**src/hdl/pfe_pkg.sv**
```systemverilog
// package for the postfix expression evaluator
// token codes, status codes and the front-to-back request type; no dependencies
`timescale 1ns / 1ps
package pfe_pkg;

  typedef enum logic [2:0] {
    OP_PUSH = 3'd0,
    OP_ADD  = 3'd1,
    OP_SUB  = 3'd2,
    OP_MUL  = 3'd3,
    OP_DIV  = 3'd4,
    OP_ILL  = 3'd5,
    OP_END  = 3'd6,
    OP_RSV  = 3'd7
  } opcode_e;

  typedef enum logic [2:0] {
    ST_OK       = 3'd0,
    ST_FEW      = 3'd1,
    ST_DIV_ZERO = 3'd2,
    ST_ILLEGAL  = 3'd3,
    ST_TOO_MANY = 3'd4,
    ST_EXPR_ERR = 3'd5,
    ST_OVERFLOW = 3'd6,
    ST_UNUSED   = 3'd7
  } status_e;

  // classified token handed from the front to the back
  typedef struct packed {
    opcode_e     op;
    logic [31:0] num;
  } token_t;

endpackage

```
**src/hdl/pfe_queue.sv**
```systemverilog
// two-entry token queue between the front and the back
// depends on pfe_pkg
`timescale 1ns / 1ps
module pfe_queue (
  input  logic            clk_i,
  input  logic            rst_ni,
  input  logic            push_i,
  input  pfe_pkg::token_t data_i,
  output logic            full_o,
  input  logic            pop_i,
  output logic            empty_o,
  output pfe_pkg::token_t data_o
);
  pfe_pkg::token_t buf_q [2];
  logic       wp_q, rp_q;
  logic [1:0] cnt_q;

  assign full_o  = cnt_q == 2'd2;
  assign empty_o = cnt_q == 2'd0;
  assign data_o  = buf_q[rp_q];

  always_ff @(posedge clk_i) begin
    if (push_i) buf_q[wp_q] <= data_i;
  end

  always_ff @(posedge clk_i or negedge rst_ni) begin
    if (!rst_ni) begin
      wp_q  <= 1'b0;
      rp_q  <= 1'b0;
      cnt_q <= 2'd0;
    end else begin
      if (push_i) wp_q <= ~wp_q;
      if (pop_i) rp_q <= ~rp_q;
      cnt_q <= cnt_q + {1'b0, push_i} - {1'b0, pop_i};
    end
  end

  a_no_overrun: assert property (@(posedge clk_i) disable iff (!rst_ni)
    full_o |-> !push_i || pop_i) else $error("queue overrun");
  a_no_underrun: assert property (@(posedge clk_i) disable iff (!rst_ni)
    empty_o |-> !pop_i) else $error("queue underrun");
  a_cnt_range: assert property (@(posedge clk_i) disable iff (!rst_ni)
    cnt_q != 2'd3) else $error("queue count out of range");
endmodule

```
**config.mk**
```make
export PLATFORM = sky130hd
export DESIGN_NAME = pfe_queue
export DESIGN_NICKNAME = d
export VERILOG_FILES = /design/src/hdl/pfe_pkg.sv /design/src/hdl/pfe_queue.sv
export SDC_FILE = /design/constraint.sdc
export NUM_CORES = 1
export LEC_CHECK = 0
export BUFFER_PORTS_ARGS = -buffer_cell sky130_fd_sc_hd__buf_2
export CELL_PAD_IN_SITES_DETAIL_PLACEMENT = 0
export CELL_PAD_IN_SITES_GLOBAL_PLACEMENT = 1
export CORE_UTILIZATION = 25
export CTS_CLUSTER_SIZE = 24
export DETAILED_ROUTE_END_ITERATION = 7
export GPL_ROUTABILITY_DRIVEN = 0
export PLACE_DENSITY = 0.55
export SYNTH_ARGS = -nofsm -noshare
export SYNTH_HDL_FRONTEND = slang
export SYNTH_SLANG_ARGS = --single-unit
```
**constraint.sdc**
```tcl
create_clock -name clk_i -period 2.7 [get_ports clk_i]
set_clock_uncertainty 0.05 [all_clocks]
set_input_delay 0.135 -clock clk_i [delete_from_list [all_inputs] [get_ports clk_i]]
set_output_delay 0.135 -clock clk_i [all_outputs]
set_load 0.005 [all_outputs]
```
# == Word-level counts from Yosys, hierarchy flattened ==
# Memories as Yosys holds them, arrays and structs flattened.
# Cells that the tools add are included.
# Widths: inputs -> output; s select.
# word_totals
regBits,4
ram_bits,70
in_bits,39
output_inout_bits,37
mem_count,1
# op_classes
addsub,2
eq_ne,1
muxes,2
bitwise,2
reduce_logical,1
# mem_list
name,depth,word_bits,read_ports,rd_ports_with_merged_regs,wr,line_no,text
buf_q,2,35,1,0,1,pfe_queue.sv:14,pfe_pkg::token_t buf_q [2];
# op_table
operator,count
$add 2x1->2,1
$eq 2x2->1 const B,1
$logic_not 2->1,1
$mux 1,2
$not 1->1,2
$sub 2x1->2,1

# == Longest topological paths before layout ==
# depth
depth_word,2
depth_mapped,5
ltp_nobuf,5

# == Worst setup path before layout ==
# OpenSTA, ideal clock, no wires.
# synth_path
path_kind,flip-flop to flip-flop
from,reg wp_q
to,"mem buf_q[0][0] in the netlist's numbering, enable pin"
setup_time_ps,431
t_arrival_ps,1973
required_ps,2219
path_slack_ps,245
stages_incl_launch_ff,2
period_less_slack_ps,2455
path_cell_list,dfrtp_1 nor2b_1
# synth_lines
item,line_no,text
from (decl),pfe_queue.sv:15,"logic wp_q, rp_q;"
from (signal assigned),pfe_queue.sv:32,if (push_i) wp_q <= ~wp_q;
to (decl),pfe_queue.sv:14,
# Straight into the memory's write port.

==> flow_summary.ini <==
[worst_setup_path]
path_buf_inv = 2
crit_path_class = reg2out
crit_path_start_kind = flop
cp_cell_sequence = buf_12, mux2_4, buf_2
cp_slowest_stage_delay_ns = 0.75
worst_path_max_delay_cell = sky130_fd_sc_hd__dfrtp_2
crit_end_element = output pin
timing.critical_path.required_ns = 2.52
cp_data_arrival_time_ns = 1.80
critical_path_peak_fanout = 19
path_delay_family = flip-flops

[global_routing]
grt_max_degree = 36
grt_pass1_wl_mm = 7.94
number_of_global_route_vias_before_repair = 1654
grt_antenna_before_repair = 0
gr-usage-all-layers = 0.0927
globalRoute.totalOverflow = 0

[sta]
final-max-slew-violation-count = 0
setup_tns_ns = 0
worst_slew_pin_slew_ns = 0.909
final_period_minus_worst_setup_slack_ns = 1.98
max_clock_freq_mhz = 504
rsz0062_at_grt = no
period_share = 0.735
setup_viol = 0
hold_viol = 0
relSlewSlack = 0.394
worst_slack_ns = 0.716

[cts]
cts_tree = yes
clock-sinks = 74
clock_tree.htree_level_count = 3
clock-root-buffer = sky130_fd_sc_hd__clkbuf_16
max-clock-path-buffers = 2
clock_latency_ns = 0.32
cts_repair_resize_count = 0
postCtsSetupRepairBufs = 0
number_of_buffers_inserted_during_clock_tree_synthesis = 9
path_clk_slew_ns = 0.05

[yosys]
synth-seq-area-share = 0.767
synth_compound_gate_area_share = 0
post_synth_fa_ha_maj_area_fraction = 0.00871
post_synth_xor_area_fraction = 0.0144
netlist_area_mm2 = 0.00287
synth.area.mux_share = 0.175
syn_inst = 124
syn_avg_cell_area_um2 = 23.2
synth_largest_type_area_fraction = 0.732
yosysTopAreaCell = sky130_fd_sc_hd__edfxtp_1
synthDistinctLibCells = 13
yosys_warnings = 0
ys_top_cells_by_area = sky130_fd_sc_hd__edfxtp_1 (73%), sky130_fd_sc_hd__mux2_4 (15%), sky130_fd_sc_hd__dfrtp_1 (3.5%)
synth.ff_latch_count = 74
synth_simple_gate_area_share = 0.00784
synth.net_count = 165
synth_top_family_by_area = multiplexers

[placed_design]
port_buffers = 75
dp.final_hpwl_mm = 3.27
dp_worst_setup_slack_ns = 1.01

[route]
drt_first_iter_violations = 59
final_antenna_net_count = 0
route.detailed.drc = 0
routed_wire_length_per_instance_um = 13.5
dr_total_vias = 1508
drt_first_pass_iters = 3
finalWirelength_mm = 5.29
route.detailed.vias_per_inst = 3.86

[power]
p_clk_frac = 0.309
power.total_mw = 3.96
pwr-share-comb = 0.269
switchingPower_uw = 989
p_int_mw = 2.98
cellPowerDensity_mw_per_mm2 = 972
worst_ir_drop_vdd_uv = 539
switching_portion_of_total_power = 0.249
power.static_leakage_nw = 1.65
power.sequential.fraction = 0.422

[finish]
area_grow_syn2layout_pct = 42.0
num-fill-cells = 1058
insertedDiodeCount = 0
final_net_count = 287
post_route_cells_drive_above_1_share = 0.510

[floorplanning]
dieHeight_um = 109
floorplan.rows = 38
initial_utilization = 0.260
io_pins = 76
die_area_mm2 = 0.0119
core_area_mm2 = 0.0110
dieWidth_um = 109

[status]
outcome = completed

[run]
cap_viol_max_count = 0

[worst_hold_path]
holdCritPathClass = in2async
[cells in the mapped netlist]
cell and instances:
sky130_fd_sc_hd__mux2_4 29, sky130_fd_sc_hd__and2_1 1, sky130_fd_sc_hd__xor2_1 2, sky130_fd_sc_hd__nor2_1 1, sky130_fd_sc_hd__mux2_2 6, sky130_fd_sc_hd__dfrtp_1 4
sky130_fd_sc_hd__nor2b_1 2, sky130_fd_sc_hd__ha_1 2, sky130_fd_sc_hd__buf_6 1, sky130_fd_sc_hd__xor3_1 1, sky130_fd_sc_hd__inv_1 2, sky130_fd_sc_hd__edfxtp_1 70
sky130_fd_sc_hd__buf_12 3
[per-stage QoR]
stage          area (um^2)  hold WS [ns]   util  instances
3_5_place_dp          3390        -0.100  0.307        337
5_1_grt               4080         0.106  0.370        391
4_1_cts               4080        0.0871  0.370        391
2_1_floorplan         2870        -0.211      -        124
6_report              4080        0.0999  0.370        391
3_3_place_gp          3390       -0.0954  0.307        337
[final timing paths]
check	to	slack (ns)	cells after the start	from
setup / recovery	data_o[27]	0.72	3	rp_q
hold / removal	wp_q	0.1	2	rst_ni
setup reg to reg	buf_q[1][11]	1.07	1	wp_q
hold reg to reg	wp_q	0.48	1	wp_q
max in group asynchronous	rp_q	2.36	2	rst_ni
min in group clk_i	wp_q	0.48	1	wp_q
[flip-flops by register name, indices dropped and copies added, names as in the netlist]
| signal | count |
|---|---|
| buf_q | 70 |
| cnt_q | 2 |
| rp_q | 1 |
| wp_q | 1 |
[placed cells by master, fill, tap and decap left out, types with 2 or more instances in the layout]
master,count
sky130_fd_sc_hd__mux2_2,6
sky130_fd_sc_hd__dlygate4sd3_1,38
sky130_fd_sc_hd__mux2_4,29
sky130_fd_sc_hd__xor2_1,2
sky130_fd_sc_hd__clkbuf_16,9
sky130_fd_sc_hd__inv_1,2
sky130_fd_sc_hd__bufinv_16,2
sky130_fd_sc_hd__clkinv_1,2
sky130_fd_sc_hd__buf_2,75
sky130_fd_sc_hd__edfxtp_1,70
sky130_fd_sc_hd__dfrtp_1,3
sky130_fd_sc_hd__ha_1,2
[area by class of cell]
cell class / count / area, um^2 / share of cell area
multi-input cells: 44 / 601 / 0.147
clock buffers: 10 / 229 / 0.0561
clock inverters: 6 / 81.3 / 0.0199
inverters: 2 / 7.51 / 0.00184
flip-flops and latches: 74 / 2200 / 0.540
repair buffers: 115 / 783 / 0.192
well taps: 140 / 175 / 0.0429
[cells by family after synthesis]
kind of cell	count (synthesis)
adders and majority gates	2
xor gates and xnor gates	3
and+or+nand+nor	4
buffers and inverters	6
muxes	35
DFF	74
[power groups by stage]
stage | registers, mW | clock network, mW | logic, mW
3_5_place_dp | 1.70 | 0 | 1.06
3_3_place_gp | 1.69 | 0 | 1.05
5_1_grt | 1.70 | 1.31 | 1.17
4_1_cts | 1.68 | 1.27 | 1.11
2_1_floorplan | 1.61 | 0 | 0.805
6_report | 1.67 | 1.23 | 1.07
[per-layer routing]
layer / up-vias / share of wire / wire length [um] / track usage
met2: 51 / 0.50 / 2640 / 0.150
met4: 0 / 0.0042 / 22 / 0.0371
met3: 4 / 0.067 / 354 / 0.0377
li1: 725 / - / - / -
met1: 728 / 0.43 / 2270 / 0.109
met5: - / 0 / 0 / 0
[what timing repair did]
action / 4_1_cts / 5_1_grt
hold buffers: 38 / 0
endpoints found under the setup margin: 0 / 0
hold endpoints to repair: 76 / 0
(Power assumes the default switching activity.)
